==> src/rtl/swept_aabb_collision_defines.svh <==
// Assertion macros shared by the swept box collision RTL.
// No dependencies.
`ifndef SWEPT_AABB_COLLISION_DEFINES_SVH
`define SWEPT_AABB_COLLISION_DEFINES_SVH

// Implication checked on every rising clock edge outside reset.
`define SAC_ASSERT_IMP(label, ante, cons, msg) \
  label: assert property (@(posedge clk) disable iff (rst) (ante) |-> (cons)) \
    else $error(msg);

// Next-cycle implication checked outside reset.
`define SAC_ASSERT_NEXT(label, ante, cons, msg) \
  label: assert property (@(posedge clk) disable iff (rst) (ante) |=> (cons)) \
    else $error(msg);

`endif

==> src/rtl/sac_pkg.sv <==
// Shared types and constants for the swept box collision block.
// No dependencies.
package sac_pkg;
  localparam int CoordBits = 32;
  localparam int FracBits  = 16;
  localparam int FtBits    = 31;
  localparam int QDepth    = 2;
  localparam logic signed [CoordBits-1:0] SMax = {1'b0, {(CoordBits-1){1'b1}}};
  localparam logic signed [CoordBits-1:0] SMin = {1'b1, {(CoordBits-1){1'b0}}};
  localparam logic [FtBits-1:0] FrameTimeReset = FtBits'(1092);
  localparam logic [0:0] RegFrameTime = 1'b0;

  typedef logic signed [CoordBits-1:0] coord_t;

  // Item as classified by the front end.
  typedef struct packed {
    coord_t      la;
    coord_t      ha;
    coord_t      lb;
    coord_t      hb;
    logic signed [CoordBits+1:0] rv;
    coord_t      pen;
    logic        apart;
    logic        last;
  } job_t;

  typedef struct packed {
    logic   hit;
    logic   already_overlapping;
    coord_t intersect_time;
    logic [1:0] contact_axis;
    coord_t penetration;
  } res_t;
endpackage

==> src/rtl/sac_queue.sv <==
// Small FIFO of classified items between front and back ends.
// Depends on sac_pkg and swept_aabb_collision_defines.svh.
`include "swept_aabb_collision_defines.svh"
module sac_queue (
  input  logic          clk,
  input  logic          rst,
  input  logic          push,
  input  sac_pkg::job_t push_job,
  output logic          full,
  input  logic          pop,
  output logic          not_empty,
  output sac_pkg::job_t head
);
  sac_pkg::job_t slots [sac_pkg::QDepth];
  logic [$clog2(sac_pkg::QDepth)-1:0] wp, rp;
  logic [$clog2(sac_pkg::QDepth):0] cnt;

  assign full = cnt == ($clog2(sac_pkg::QDepth)+1)'(sac_pkg::QDepth);
  assign not_empty = cnt != '0;
  assign head = slots[rp];

  always_ff @(posedge clk) begin
    if (push) slots[wp] <= push_job;
    if (rst) begin
      wp <= '0;
      rp <= '0;
      cnt <= '0;
    end else begin
      if (push) wp <= wp + 1'b1;
      if (pop) rp <= rp + 1'b1;
      cnt <= cnt + ($clog2(sac_pkg::QDepth)+1)'(push) - ($clog2(sac_pkg::QDepth)+1)'(pop);
    end
  end

  `SAC_ASSERT_IMP(a_no_overflow, push, !full, "queue push while full")
  `SAC_ASSERT_IMP(a_no_underflow, pop, not_empty, "queue pop while empty")
  `SAC_ASSERT_IMP(a_cnt_range, 1'b1, cnt <= ($clog2(sac_pkg::QDepth)+1)'(sac_pkg::QDepth),
                  "queue count out of range")
endmodule

==> config.mk <==
export PLATFORM = sky130hd
export DESIGN_NAME = sac_queue
export DESIGN_NICKNAME = d
export VERILOG_FILES = /design/src/rtl/sac_pkg.sv /design/src/rtl/sac_queue.sv
export VERILOG_INCLUDE_DIRS = /design/src /design/src/rtl
export SDC_FILE = /design/constraint.sdc
export NUM_CORES = 1
export LEC_CHECK = 0
export BUFFER_PORTS_ARGS = -buffer_cell sky130_fd_sc_hd__buf_2
export CORE_MARGIN = 3
export CORE_UTILIZATION = 52
export DETAILED_ROUTE_END_ITERATION = 6
export PLACE_DENSITY = 0.79
export SLEW_MARGIN = 20
export SYNTH_ARGS = -nofsm -noshare
export SYNTH_HDL_FRONTEND = slang
export SYNTH_SLANG_ARGS = --single-unit
export TNS_END_PERCENT = 20
==> constraint.sdc <==
create_clock -name clk -period 15.6 [get_ports clk]
set_clock_uncertainty 0.05 [all_clocks]
set_input_delay 3.12 -clock clk [delete_from_list [all_inputs] [get_ports clk]]
set_output_delay 3.12 -clock clk [all_outputs]
set_load 0.01 [all_outputs]
==> report_table.html, run 1 <==
<table>
<tr><th>Metric</th><th>Value</th></tr>
<tr><th colspan="2">Detailed routing</th></tr>
<tr><td>Initial DRT Pass Iterations</td><td>4</td></tr>
<tr><td>Iteration-0 DRC Markers</td><td>469</td></tr>
<tr><td>DRC viols</td><td>0</td></tr>
<tr><td>Via count</td><td>7424</td></tr>
<tr><td>Post-detailed-route via-to-cell ratio</td><td>5.04</td></tr>
<tr><td>Final antenna-violating net count</td><td>0</td></tr>
<tr><td>Average wire length per cell after detail routing</td><td>20.5 um</td></tr>
<tr><td>Detailed-route wire length</td><td>30200 um</td></tr>
<tr><th colspan="2">STA</th></tr>
<tr><td>Final-report hold violation count</td><td>0</td></tr>
<tr><td>Worst slew pin tran</td><td>1.08 ns</td></tr>
<tr><td>Worst slew margin relative to its limit</td><td>28.0%</td></tr>
<tr><td>Crit path time final</td><td>6.64 ns</td></tr>
<tr><td>Max Clock Freq</td><td>0.151 GHz</td></tr>
<tr><td>Final setup TNS</td><td>0 ns</td></tr>
<tr><td>Setup repair after global routing missed its margin</td><td>false</td></tr>
<tr><td>Number of max-slew violations in the final report</td><td>0</td></tr>
<tr><td>Final setup violation count</td><td>0</td></tr>
<tr><td>Final hold slack</td><td>0.489 ns</td></tr>
<tr><td>Final cycle utilization of the critical path</td><td>42.6%</td></tr>
<tr><th colspan="2">Clocking</th></tr>
<tr><td>Clock insertion delay at the later pin of the skew report</td><td>0.52 ns</td></tr>
<tr><td>CTS tree</td><td>built</td></tr>
<tr><td>Post-CTS repair timing setup buffer count</td><td>0</td></tr>
<tr><td>Max Buffers Root-to-Sink</td><td>3</td></tr>
<tr><td>Clock-pin slew on the worst setup and hold paths</td><td>0.06 ns</td></tr>
<tr><td>Number of buffers added by the clock tree synthesis step</td><td>41</td></tr>
<tr><td>Number of levels in the clock H-tree</td><td>2</td></tr>
<tr><td>CTS-repair resized insts</td><td>0</td></tr>
<tr><td>CTS sink count</td><td>397</td></tr>
<tr><td>CTS Hold Buffers Added</td><td>0</td></tr>
<tr><td>Root Buffer Master</td><td>clkbuf_16</td></tr>
<tr><th colspan="2">Die</th></tr>
<tr><td>Y dimension of the die</td><td>175 um</td></tr>
<tr><td>Starting density of the core</td><td>53.3%</td></tr>
<tr><td>Area inside the core boundary</td><td>28000 sq um</td></tr>
<tr><td>Top-Level Pins</td><td>398</td></tr>
<tr><td>Standard-cell rows</td><td>61</td></tr>
<tr><td>Die outline area</td><td>30800 sq um</td></tr>
<tr><td>Die X-Extent</td><td>175 um</td></tr>
<tr><th colspan="2">Cells and area</th></tr>
<tr><td>Final core occ</td><td>66.2%</td></tr>
<tr><td>Final-stage net count</td><td>1259</td></tr>
<tr><td>Filler Cell Count</td><td>1903</td></tr>
<tr><td>Layout cell share with drive strength beyond 1</td><td>60.6%</td></tr>
<tr><td>Final instance area</td><td>18500 sq um</td></tr>
<tr><td>Area grow syn2layout</td><td>24.1%</td></tr>
<tr><th colspan="2">Placement</th></tr>
<tr><td>Port-buffer cells</td><td>397</td></tr>
<tr><td>Instance area after placement</td><td>17300 sq um</td></tr>
<tr><td>Weighted congestion reported at the end of routability-driven placement</td><td>0.787</td></tr>
<tr><td>Half-perimeter wire length after detailed placement</td><td>20700 um</td></tr>
<tr><th colspan="2">Worst setup path</th></tr>
<tr><td>Critical path class</td><td>flop to primary output</td></tr>
<tr><td>Crit path required time</td><td>12.43 ns</td></tr>
<tr><td>Endpoint type of the worst setup path</td><td>primary output</td></tr>
<tr><td>Reg2reg path depth</td><td>3</td></tr>
<tr><td>Worst setup SP type</td><td>flop</td></tr>
<tr><td>Arr. time, crit path</td><td>3.47 ns</td></tr>
<tr><td>Maximum fanout encountered on the critical timing path</td><td>56</td></tr>
<tr><td>Worst reg-to-reg setup slack</td><td>12.97 ns</td></tr>
<tr><th colspan="2">Yosys</th></tr>
<tr><td>Number of standard cells after synthesis</td><td>631</td></tr>
<tr><td>Netlist area before placement</td><td>14900 sq um</td></tr>
<tr><td>Number of synthesis warnings</td><td>0</td></tr>
<tr><td>Sequential element share of the synthesized area</td><td>79.5%</td></tr>
<tr><td>Avg Synthesized Cell Area</td><td>23.7 sq um</td></tr>
<tr><td>Flop and latch count out of synthesis</td><td>397</td></tr>
<tr><td>Post-synth cell types</td><td>14</td></tr>
<tr><td>Net Count, Synth</td><td>833</td></tr>
<tr><th colspan="2">Global route</th></tr>
<tr><td>Number of global-route vias before repair</td><td>7703</td></tr>
<tr><td>Number of antenna violations at the first check in global routing</td><td>12</td></tr>
<tr><td>Pin count of the biggest net entering global routing</td><td>81</td></tr>
<tr><td>Overall Global Routing Usage</td><td>18.8%</td></tr>
<tr><td>Total gr overflow</td><td>0</td></tr>
<tr><td>Wire length of the first global-routing pass</td><td>44200 um</td></tr>
<tr><th colspan="2">Flow run</th></tr>
<tr><td>Number of max-capacitance violations reported</td><td>0</td></tr>
<tr><th colspan="2">Power and ir drop</th></tr>
<tr><td>Static leakage</td><td>7.27 nW</td></tr>
<tr><td>Pwr/cell area</td><td>133 nW/um^2</td></tr>
<tr><td>Maximum vdd drop</td><td>0.117 mV</td></tr>
<tr><th colspan="2">Worst hold path</th></tr>
<tr><td>Cell count of the worst hold path</td><td>2</td></tr>
<tr><td>Type of the most critical hold path</td><td>flop to flop</td></tr>
<tr><th colspan="2">Status</th></tr>
<tr><td>Status</td><td>finished clean</td></tr>
</table>
==> path summary, 6_finish.rpt <==
check / from / to
setup / recovery: flop / head[133]
hold / removal: rp / rp
setup reg to reg: wp / slots[0][69]
hold reg to reg: rp / rp
==> metal layers <==
layer	GRT usage, %	part of all wire [%]	vias up
li1	-	-	3377
met1	21.9	36	3640
met2	32.7	51	327
met3	6.68	9.6	64
met4	6.40	2.6	16
met5	0	0.32	-
==> state kept, by name (all words and copies together), names as in the netlist, named ones only <==
signal	cells
cnt	2
rp	1
slots	392
wp	1
==> synth_stat cells <==
library cell	n	area, sq um
edfxtp_1	392	11800
mux2_4	140	2100
mux2_2	56	631
buf_6	17	191
buf_2	5	25.0
dfxtp_1	5	100
nor2_1	4	15.0
nor2b_1	3	18.8
ha_1	2	25.0
inv_1	2	7.51
xnor2_1	2	17.5
and2_1	1	6.26
or2_2	1	6.26
xnor3_1	1	22.5
==> through the flow <==
stage / setup WS (ns) / instances / power, W
6_report: 8.96 / 1473 / 0.00246
5_1_grt: 8.72 / 1472 / 0.00255
4_1_cts: 8.89 / 1468 / 0.00249
3_5_place_dp: 9.44 / 1392 / 0.00158
3_3_place_gp: 9.47 / 1392 / 0.00157
2_1_floorplan: 3.20 / 631 / 0.00148
==> where the power goes <==
part | leakage, nW | internal (W) | switching, W
logic | 2.93 | 0.000142 | 0.000140
clock network | 0.623 | 0.000539 | 0.000373
registers | 3.72 | 0.00125 | 0.0000228
total | 7.27 | 0.00193 | 0.000536
==> cell usage in the layout, fill, tap and decap left out <==
cell type,n
buf_2,397
edfxtp_1,392
mux2_4,140
mux2_2,56
clkbuf_16,43
clkbuf_1,12
clkinv_1,9
buf_4,8
clkinv_2,7
diode_2,5
nor2_1,4
dfxtp_1,4
inv_1,2
nor2b_1,2
xnor2_1,2
ha_1,2
inv_6,2
bufinv_16,2
or2_2,1
and2_4,1
nor2b_4,1
xnor3_1,1
dfxtp_4,1
clkinvlp_4,1
==> area by class of cell <==
| type | instances | area (sq um) | share of cell area (%) |
|---|---|---|---|
| Multi-Input combinational cell | 210 | 2850 | 15.4 |
| Sequential cell | 397 | 11900 | 64.0 |
| Antenna cell | 5 | 12.5 | 0.0675 |
| Clock inverter | 21 | 154 | 0.830 |
| Inverter | 2 | 7.51 | 0.0405 |
| Clock buffer | 55 | 1120 | 6.05 |
| Tap cell | 378 | 473 | 2.55 |
| Timing Repair Buffer | 405 | 2050 | 11.0 |
==> cells by family (layout without fill, tap and decap cells) <==
kind of cell,after synthesis,count (layout),share of synthesized area [%]
multiplexers,196,196,18.3
XOR/XNOR,3,3,0.268
buffers and inverters,24,483,1.50
adder cells (fa/ha/maj),2,2,0.167
other,0,5,0
flip-flops,397,397,79.5
AND/OR/NAND/NOR,9,9,0.310
==> worst max-delay path, stage by stage (launching register included) <==
cell,delay [ns]
dfxtp_4,0.86
buf_4,0.88
buf_4,0.65
mux2_4,0.35
buf_2,0.14
No activity file was read; power rests on OpenSTA's default activity.
==> inputs of run 2 (changes only) <==
- ABC_AREA: default -> 1
- CORE_UTILIZATION: 52 -> 47
- PLACE_DENSITY: 0.79 -> 0.75
- clock period: 15.6 -> 6.1 ns (I/O delays scaled with it)
==> report_table.html, run 2 <==
<table>
<tr><th>Metric</th><th>Value</th></tr>
<tr><th colspan="2">Worst setup path</th></tr>
<tr><td>Endpoint type of the worst setup path</td><td>primary output</td></tr>
<tr><td>Maximum fanout encountered on the critical timing path</td><td>104 (+86%)</td></tr>
<tr><td>Worst reg-to-reg setup slack</td><td>3.84 ns (-9.13 ns)</td></tr>
<tr><td>Worst reg2reg path endpoint</td><td>slots[0][91]</td></tr>
<tr><td>Crit path required time</td><td>4.83 ns (-7.60 ns)</td></tr>
<tr><td>Critical path class</td><td>flop to primary output</td></tr>
<tr><td>R2R Path Start</td><td>wp</td></tr>
<tr><td>Worst setup SP type</td><td>flop</td></tr>
<tr><td>Arr. time, crit path</td><td>2.10 ns (-1.37 ns)</td></tr>
<tr><td>Worst setup path endpoint</td><td>head[82]</td></tr>
<tr><td>Reg2reg path depth</td><td>2 (-1)</td></tr>
<tr><th colspan="2">Global route</th></tr>
<tr><td>Pin count of the biggest net entering global routing</td><td>110 (+36%)</td></tr>
<tr><td>Wire length of the first global-routing pass</td><td>43800 um (-1.0%)</td></tr>
<tr><td>Overall Global Routing Usage</td><td>16.7% (-2.1 points)</td></tr>
<tr><td>Number of global-route vias before repair</td><td>7855 (+2.0%)</td></tr>
<tr><td>Total gr overflow</td><td>0 (unchanged)</td></tr>
<tr><td>Number of antenna violations at the first check in global routing</td><td>7 (-5)</td></tr>
<tr><th colspan="2">Clocking</th></tr>
<tr><td>Number of buffers added by the clock tree synthesis step</td><td>41 (unchanged)</td></tr>
<tr><td>Clock-pin slew on the worst setup and hold paths</td><td>0.06 ns (about the same)</td></tr>
<tr><td>CTS Hold Buffers Added</td><td>0 (unchanged)</td></tr>
<tr><td>Post-CTS repair timing setup buffer count</td><td>0 (unchanged)</td></tr>
<tr><td>CTS tree</td><td>built</td></tr>
<tr><td>Number of levels in the clock H-tree</td><td>2 (unchanged)</td></tr>
<tr><td>Root Buffer Master</td><td>clkbuf_16</td></tr>
<tr><td>Clock insertion delay at the later pin of the skew report</td><td>0.51 ns (about the same)</td></tr>
<tr><td>CTS sink count</td><td>397 (unchanged)</td></tr>
<tr><td>CTS-repair resized insts</td><td>0 (unchanged)</td></tr>
<tr><td>Max Buffers Root-to-Sink</td><td>3 (unchanged)</td></tr>
<tr><th colspan="2">STA</th></tr>
<tr><td>Final hold slack</td><td>0.470 ns (-0.0188 ns)</td></tr>
<tr><td>Number of max-slew violations in the final report</td><td>0 (unchanged)</td></tr>
<tr><td>Setup repair after global routing missed its margin</td><td>false</td></tr>
<tr><td>Slack of the critical path</td><td>2.73 ns (-6.23 ns)</td></tr>
<tr><td>Final-report hold violation count</td><td>0 (unchanged)</td></tr>
<tr><td>Final cycle utilization of the critical path</td><td>55.2%</td></tr>
<tr><td>Crit path time final</td><td>3.37 ns</td></tr>
<tr><td>Final setup TNS</td><td>0 ns (unchanged)</td></tr>
<tr><td>Worst slew margin relative to its limit</td><td>39.7% (+12 points)</td></tr>
<tr><td>Max Clock Freq</td><td>0.297 GHz</td></tr>
<tr><td>Final setup violation count</td><td>0 (unchanged)</td></tr>
<tr><td>Worst slew pin tran</td><td>0.905 ns (-0.175 ns)</td></tr>
<tr><th colspan="2">Worst hold path</th></tr>
<tr><td>Cell count of the worst hold path</td><td>2 (unchanged)</td></tr>
<tr><td>Type of the most critical hold path</td><td>flop to flop</td></tr>
<tr><th colspan="2">Yosys</th></tr>
<tr><td>Post-synthesis async set-or-reset flop share</td><td>0% (unchanged)</td></tr>
<tr><td>Most common cell in the synthesized netlist</td><td>edfxtp_1</td></tr>
<tr><td>Post-synth cell types</td><td>14 (unchanged)</td></tr>
<tr><td>Synth top area share</td><td>78.8% (about the same)</td></tr>
<tr><td>Number of flops mapped to enable cells by yosys</td><td>392 (unchanged)</td></tr>
<tr><td>Avg Synthesized Cell Area</td><td>23.3 sq um (-1.5%)</td></tr>
<tr><td>Library cell occupying the most area in the post-synthesis netlist</td><td>edfxtp_1</td></tr>
<tr><td>Number of standard cells after synthesis</td><td>641 (+1.6%)</td></tr>
<tr><td>Net Count, Synth</td><td>843 (+1.2%)</td></tr>
<tr><td>Top cells by area in the synthesized netlist</td><td>edfxtp_1, mux2_4, mux2_2</td></tr>
<tr><td>Number of synthesis warnings</td><td>0 (unchanged)</td></tr>
<tr><td>Flop and latch count out of synthesis</td><td>397 (unchanged)</td></tr>
<tr><td>Top cell types by occurrence after synthesis</td><td>edfxtp_1, mux2_4, mux2_2, buf_6, inv_1</td></tr>
<tr><td>Sequential element share of the synthesized area</td><td>79.4% (about the same)</td></tr>
<tr><td>Netlist area before placement</td><td>14900 sq um (about the same)</td></tr>
<tr><td>Most instantiated flip-flop cell in the synthesis netlist</td><td>edfxtp_1</td></tr>
<tr><th colspan="2">Cells and area</th></tr>
<tr><td>Register bank with the most flops</td><td>slots</td></tr>
<tr><td>Final-stage net count</td><td>1266 (+0.56%)</td></tr>
<tr><td>Final core occ</td><td>60.7% (-5.5 points)</td></tr>
<tr><td>Area grow syn2layout</td><td>25.8%</td></tr>
<tr><td>Registers with the most flip-flops</td><td>slots x392, cnt x2</td></tr>
<tr><td>Final instance area</td><td>18800 sq um (+1.4%)</td></tr>
<tr><td>Filler Cell Count</td><td>2243 (+18%)</td></tr>
<tr><td>Layout cell share with drive strength beyond 1</td><td>60.4% (-0.15 points)</td></tr>
<tr><td>Max FFs per register</td><td>392 (unchanged)</td></tr>
<tr><td>Most common cell after layout, fill and taps aside</td><td>buf_2</td></tr>
<tr><td>Commonest cells after routing, fill and taps aside</td><td>buf_2, edfxtp_1, mux2_4</td></tr>
<tr><th colspan="2">Die</th></tr>
<tr><td>Die X-Extent</td><td>184 um (+5.0%)</td></tr>
<tr><td>Area inside the core boundary</td><td>31000 sq um (+11%)</td></tr>
<tr><td>Starting density of the core</td><td>48.2% (-5.1 points)</td></tr>
<tr><td>Y dimension of the die</td><td>184 um (+5.0%)</td></tr>
<tr><td>Die outline area</td><td>34000 sq um (+10%)</td></tr>
<tr><td>Top-Level Pins</td><td>398 (unchanged)</td></tr>
<tr><td>Standard-cell rows</td><td>64 (+4.9%)</td></tr>
<tr><th colspan="2">Power and ir drop</th></tr>
<tr><td>Pwr/cell area</td><td>349 nW/um^2 (+160%)</td></tr>
<tr><td>Static leakage</td><td>7.39 nW (+1.6%)</td></tr>
<tr><td>Fraction of power consumed by combinational cells</td><td>10.6% (-0.8 points)</td></tr>
<tr><td>Proportion of power drawn by the clock network</td><td>40.8% (+3.8 points)</td></tr>
<tr><td>Maximum vdd drop</td><td>0.278 mV (+140%)</td></tr>
<tr><td>Share of power burned in registers</td><td>48.7% (-2.9 points)</td></tr>
<tr><td>Design internal power</td><td>0.00521 W (+170%)</td></tr>
<tr><td>Total net switching power</td><td>0.00136 W (+150%)</td></tr>
<tr><td>Proportion of total power due to net switching</td><td>20.7% (-0.99 points)</td></tr>
<tr><th colspan="2">Detailed routing</th></tr>
<tr><td>Via count</td><td>7430 (+0.081%)</td></tr>
<tr><td>Initial DRT Pass Iterations</td><td>4 (unchanged)</td></tr>
<tr><td>Detailed-route wire length</td><td>29800 um (-1.3%)</td></tr>
<tr><td>Final antenna-violating net count</td><td>0 (unchanged)</td></tr>
<tr><td>Average wire length per cell after detail routing</td><td>19.9 um (-2.9%)</td></tr>
<tr><td>Iteration-0 DRC Markers</td><td>413 (-12%)</td></tr>
<tr><td>DRC viols</td><td>0 (unchanged)</td></tr>
<tr><td>Post-detailed-route via-to-cell ratio</td><td>4.96 (-1.5%)</td></tr>
<tr><th colspan="2">Status</th></tr>
<tr><td>Status</td><td>finished clean</td></tr>
<tr><th colspan="2">Flow run</th></tr>
<tr><td>Number of max-capacitance violations reported</td><td>0 (unchanged)</td></tr>
<tr><th colspan="2">Placement</th></tr>
<tr><td>Instance area after placement</td><td>17300 sq um (+0.35%)</td></tr>
<tr><td>Minimum setup slack after placement</td><td>2.77 ns (-6.68 ns)</td></tr>
<tr><td>Weighted congestion reported at the end of routability-driven placement</td><td>0.742 (-5.7%)</td></tr>
<tr><td>Half-perimeter wire length after detailed placement</td><td>19600 um (-5.2%)</td></tr>
<tr><td>Port-buffer cells</td><td>397 (unchanged)</td></tr>
</table>
run 2: changes by cell type after synthesis, sizes merged:
cell,change
and2,-1
nor2b,-3
nor3,+1
inv,+6
nand3,+1
or2,-1
a21oi,+1
xnor2,-1
xnor3,-1
nand2,+5
nor2,+3
run 2: cell families (layout without fill, tap and decap cells):
family | after synthesis | count (layout) | share of synthesized area (%)
xor+xnor | 1 | 1 | 0.0586
buf+inv | 30 | 485 | 1.65
mux | 196 | 196 | 18.3
simple gates | 14 | 14 | 0.368
flops | 397 | 397 | 79.4
fa+ha+maj | 2 | 2 | 0.167
other cells | 0 | 5 | 0
compound gates | 1 | 1 | 0.0335
run 2: worst min-delay path by stage:
stage	startpoint	end	slack, ns
after floorplan	rp	flop	0.43
after global placement	rp	rp	0.44
after detailed placement	rp	flop	0.46
after CTS	rp	flop	0.47
after global routing	rp	rp	0.52
final	rp	flop	0.47
run 2: worst max-delay path, stage by stage, from the launching register on:
cell	delay (ns)
dfxtp_4	0.37
buf_12	0.44
mux2_4	0.36
buf_2	0.14
run 2: layout make-up:
class                      instances  area (sq um)  share of cell area, %
sequential                       397         11900                   63.1
multi-input combinational        214          2830                   15.1
timing repair buffer             402          2070                   11.0
clock buffer                      52          1140                   6.06
tap                              396           495                   2.63
clock inverter                    23           337                   1.79
inverter                           8          37.5                  0.200
antenna                            5          12.5                 0.0665
run 2: per-stage QoR:
stage          power, W  cells
2_1_floorplan   0.00369    641
3_3_place_gp    0.00394   1417
3_5_place_dp    0.00396   1417
4_1_cts         0.00665   1492
5_1_grt         0.00682   1494
6_report        0.00657   1497
run 2: power by group through the flow:
| stage | combinational, W | clock [W] | sequential, W |
|---|---|---|---|
| after floorplan | 0.000432 | 0 | 0.00326 |
| after global placement | 0.000691 | 0 | 0.00325 |
| after detailed placement | 0.000700 | 0 | 0.00326 |
| after CTS | 0.000704 | 0.00274 | 0.00320 |
| after global routing | 0.000746 | 0.00286 | 0.00321 |
| final | 0.000693 | 0.00268 | 0.00320 |
run 2: per-layer routing:
| layer | part of all wire, % | vias up | global-route usage (%) | routed length (um) |
|---|---|---|---|---|
| met3 | 9.4 | 63 | 6.45 | 2790 |
| met4 | 2.9 | 8 | 5.32 | 879 |
| li1 | - | 3402 | - | - |
| met2 | 49 | 314 | 28.6 | 14800 |
| met1 | 38 | 3643 | 19.6 | 11300 |
| met5 | 0.15 | - | 0 | 46 |
==> inputs of run 3 (changes only) <==
- clock period: 6.1 -> 2.9 ns (I/O delays scaled with it)
==> report_table.html, run 3 (synthesis results as in run 2) <==
<table>
<tr><th>Metric</th><th>Value</th></tr>
<tr><th colspan="2">Status</th></tr>
<tr><td>Status</td><td>finished clean</td></tr>
<tr><th colspan="2">Detailed routing</th></tr>
<tr><td>Post-detailed-route via-to-cell ratio</td><td>4.92 (-0.92%)</td></tr>
<tr><td>Average wire length per cell after detail routing</td><td>20.1 um (+0.94%)</td></tr>
<tr><td>Initial DRT Pass Iterations</td><td>4 (unchanged)</td></tr>
<tr><td>Iteration-0 DRC Markers</td><td>320 (-23%)</td></tr>
<tr><td>Detailed-route wire length</td><td>30400 um (+2.0%)</td></tr>
<tr><td>Via count</td><td>7440 (+0.13%)</td></tr>
<tr><td>DRC viols</td><td>0 (unchanged)</td></tr>
<tr><td>Final antenna-violating net count</td><td>0 (unchanged)</td></tr>
<tr><th colspan="2">Global route</th></tr>
<tr><td>Overall Global Routing Usage</td><td>17.2% (+0.44 points)</td></tr>
<tr><td>Number of antenna violations at the first check in global routing</td><td>5 (-2)</td></tr>
<tr><td>Routing usage on met2</td><td>29.5% (+0.89 points)</td></tr>
<tr><td>Number of global-route vias before repair</td><td>7755 (-1.3%)</td></tr>
<tr><td>GR Layer Usage met1</td><td>20.3% (+0.78 points)</td></tr>
<tr><td>Total gr overflow</td><td>0 (unchanged)</td></tr>
<tr><td>Met3 Resource Use GR</td><td>6.16% (-0.30 points)</td></tr>
<tr><td>Wire length of the first global-routing pass</td><td>44700 um (+2.2%)</td></tr>
<tr><td>Pin count of the biggest net entering global routing</td><td>102 (-7.3%)</td></tr>
<tr><td>Most utilized layer in the global route result</td><td>met2</td></tr>
<tr><th colspan="2">STA</th></tr>
<tr><td>Number of max-slew violations in the final report</td><td>0 (unchanged)</td></tr>
<tr><td>Worst slew margin relative to its limit</td><td>58.7% (+19 points)</td></tr>
<tr><td>Final-report hold violation count</td><td>0 (unchanged)</td></tr>
<tr><td>Crit path time final</td><td>2.62 ns</td></tr>
<tr><td>Setup repair after global routing missed its margin</td><td>false</td></tr>
<tr><td>Final cycle utilization of the critical path</td><td>90.5%</td></tr>
<tr><td>Max Clock Freq</td><td>0.381 GHz</td></tr>
<tr><td>Final setup violation count</td><td>0 (unchanged)</td></tr>
<tr><td>Final setup TNS</td><td>0 ns (unchanged)</td></tr>
<tr><td>Worst slew pin tran</td><td>0.620 ns (-0.285 ns)</td></tr>
<tr><th colspan="2">Placement</th></tr>
<tr><td>Weighted congestion reported at the end of routability-driven placement</td><td>0.772 (+4.0%)</td></tr>
<tr><td>Port-buffer cells</td><td>397 (unchanged)</td></tr>
<tr><td>Half-perimeter wire length after detailed placement</td><td>21400 um (+9.3%)</td></tr>
<tr><td># placed instances</td><td>1440 (+1.6%)</td></tr>
<tr><th colspan="2">Clocking</th></tr>
<tr><td>Clock-pin slew on the worst setup and hold paths</td><td>0.06 ns (about the same)</td></tr>
<tr><td>CTS sink count</td><td>397 (unchanged)</td></tr>
<tr><td>Root Buffer Master</td><td>clkbuf_16</td></tr>
<tr><td>CTS-repair resized insts</td><td>0 (unchanged)</td></tr>
<tr><td>Number of levels in the clock H-tree</td><td>2 (unchanged)</td></tr>
<tr><td>CTS tree</td><td>built</td></tr>
<tr><td>CTS Hold Buffers Added</td><td>0 (unchanged)</td></tr>
<tr><td>Number of buffers added by the clock tree synthesis step</td><td>41 (unchanged)</td></tr>
<tr><td>Max Buffers Root-to-Sink</td><td>3 (unchanged)</td></tr>
<tr><td>Post-CTS repair timing setup buffer count</td><td>0 (unchanged)</td></tr>
<tr><td>Clock insertion delay at the later pin of the skew report</td><td>0.51 ns (about the same)</td></tr>
<tr><th colspan="2">Worst setup path</th></tr>
<tr><td>Crit path required time</td><td>2.27 ns (-2.56 ns)</td></tr>
<tr><td>Maximum fanout encountered on the critical timing path</td><td>29 (-72%)</td></tr>
<tr><td>Critical Path Slowest Stage Cell</td><td>dfxtp_4</td></tr>
<tr><td>Stage delay of the slowest cell on the critical path</td><td>0.49 ns (+0.05 ns)</td></tr>
<tr><td>Worst reg-to-reg setup slack</td><td>1.24 ns (-2.60 ns)</td></tr>
<tr><td>Reg2reg path depth</td><td>3 (+1)</td></tr>
<tr><td>Ordered list of cells on the worst path</td><td>buf_12 -&gt; buf_12 -&gt; mux2_4 -&gt; buf_2</td></tr>
<tr><td>Arr. time, crit path</td><td>1.99 ns (-0.11 ns)</td></tr>
<tr><td>Critical path class</td><td>flop to primary output</td></tr>
<tr><td>Worst setup path endpoint</td><td>head[71]</td></tr>
<tr><td>CP most frequent cell</td><td>buf_12</td></tr>
<tr><td>Endpoint type of the worst setup path</td><td>primary output</td></tr>
<tr><td>Worst reg2reg path endpoint</td><td>slots[0][154]</td></tr>
<tr><td>R2R Path Start</td><td>wp</td></tr>
<tr><td>Worst setup SP type</td><td>flop</td></tr>
<tr><th colspan="2">Cells and area</th></tr>
<tr><td>Max FFs per register</td><td>392 (unchanged)</td></tr>
<tr><td>Layout cell share with drive strength beyond 1</td><td>60.8% (+0.41 points)</td></tr>
<tr><td>Commonest cells after routing, fill and taps aside</td><td>buf_2, edfxtp_1, mux2_4</td></tr>
<tr><td>Register bank with the most flops</td><td>slots</td></tr>
<tr><td>Area grow syn2layout</td><td>25.8% (about the same)</td></tr>
<tr><td>Registers with the most flip-flops</td><td>slots x392, cnt x2</td></tr>
<tr><td>Final standard cell count with taps included and fillers excluded</td><td>1513 (+1.1%)</td></tr>
<tr><td>Most common cell after layout, fill and taps aside</td><td>buf_2</td></tr>
<tr><td>Final-stage net count</td><td>1289 (+1.8%)</td></tr>
<tr><td>Filler Cell Count</td><td>2249 (+0.27%)</td></tr>
<tr><td>Final core occ</td><td>60.7% (about the same)</td></tr>
<tr><th colspan="2">Die</th></tr>
<tr><td>Area inside the core boundary</td><td>31000 sq um (unchanged)</td></tr>
<tr><td>Starting density of the core</td><td>48.2% (unchanged)</td></tr>
<tr><td>Y dimension of the die</td><td>184 um (unchanged)</td></tr>
<tr><td>Top-Level Pins</td><td>398 (unchanged)</td></tr>
<tr><td>Standard-cell rows</td><td>64 (unchanged)</td></tr>
<tr><td>Die outline area</td><td>34000 sq um (unchanged)</td></tr>
<tr><td>Die X-Extent</td><td>184 um (unchanged)</td></tr>
<tr><th colspan="2">Flow run</th></tr>
<tr><td>Number of max-capacitance violations reported</td><td>0 (unchanged)</td></tr>
<tr><th colspan="2">Worst hold path</th></tr>
<tr><td>Type of the most critical hold path</td><td>input pin to flop</td></tr>
<tr><th colspan="2">Power and ir drop</th></tr>
<tr><td>Pwr/cell area</td><td>682 nW/um^2 (+95%)</td></tr>
<tr><td>Maximum vdd drop</td><td>0.517 mV (+86%)</td></tr>
<tr><td>Static leakage</td><td>7.40 nW (about the same)</td></tr>
</table>
[run 3: cell types whose count changed in the layout (fill, tap and decap cells not counted), sizes merged]
| cell | previous run | this run |
|---|---|---|
| buf | 402 | 425 |
| bufinv | 9 | 0 |
| clkinv | 12 | 18 |
| diode | 5 | 2 |
| inv | 9 | 7 |
| clkbuf | 52 | 53 |
[run 3: metrics by stage]
| stage | instance area [sq um] | hold WS (ns) | power [W] | worst slack, ns |
|---|---|---|---|---|
| after global routing | 18800 | 0.179 | 0.0133 | 0.183 |
| after global placement | 17600 | 0.449 | 0.00836 | 0.806 |
| after CTS | 18800 | 0.179 | 0.0130 | 0.237 |
| final | 18800 | 0.202 | 0.0128 | 0.277 |
| after detailed placement | 17600 | 0.450 | 0.00841 | 0.770 |
| after floorplan | 15000 | 0.430 | 0.00776 | -1.09 |
[run 3: power breakdown]
group | switching (W) | internal [W] | leakage (nW)
logic | 0.000752 | 0.000777 | 3.10
registers | 0.0000852 | 0.00665 | 3.72
clock network | 0.00197 | 0.00259 | 0.574
total | 0.00281 | 0.0100 | 7.40
[run 3: worst min path at each step]
stage / end / slack, ns / depth (start not counted) / from
3_5_place_dp: flop / 0.45 / 2 / rp
2_1_floorplan: flop / 0.43 / 2 / rp
3_3_place_gp: rp / 0.45 / 2 / rp
4_1_cts: slots[0][92] / 0.18 / 1 / push_job[92]
6_report: slots[0][92] / 0.20 / 1 / push_job[92]
5_1_grt: slots[1][87] / 0.18 / 1 / push_job[87]
[run 3: layout make-up]
type	count	area, sq um	area share (%)
Antenna cell	2	5.00	0.0266
Tap cell	396	495	2.64
Inverter	8	46.3	0.246
Sequential cell	397	11900	63.2
Clock inverter	18	85.1	0.453
Timing Repair Buffer	425	2370	12.6
Multi-Input combinational cell	214	2850	15.2
Clock buffer	53	1070	5.70
[run 3: layer usage]
metal / share of wire, % / vias to the layer above / routed length, um
met3: 8.8 / 53 / 2680
li1: - / 3443 / -
met5: 0.15 / - / 47
met1: 38 / 3652 / 11700
met4: 2.4 / 6 / 745
met2: 50 / 286 / 15300
[run 3: worst max-delay path: cells and delay by family (launching register included)]
kind	cells	cell delay, ns
flops	1	0.49
mux	1	0.32
buf+inv	3	0.61
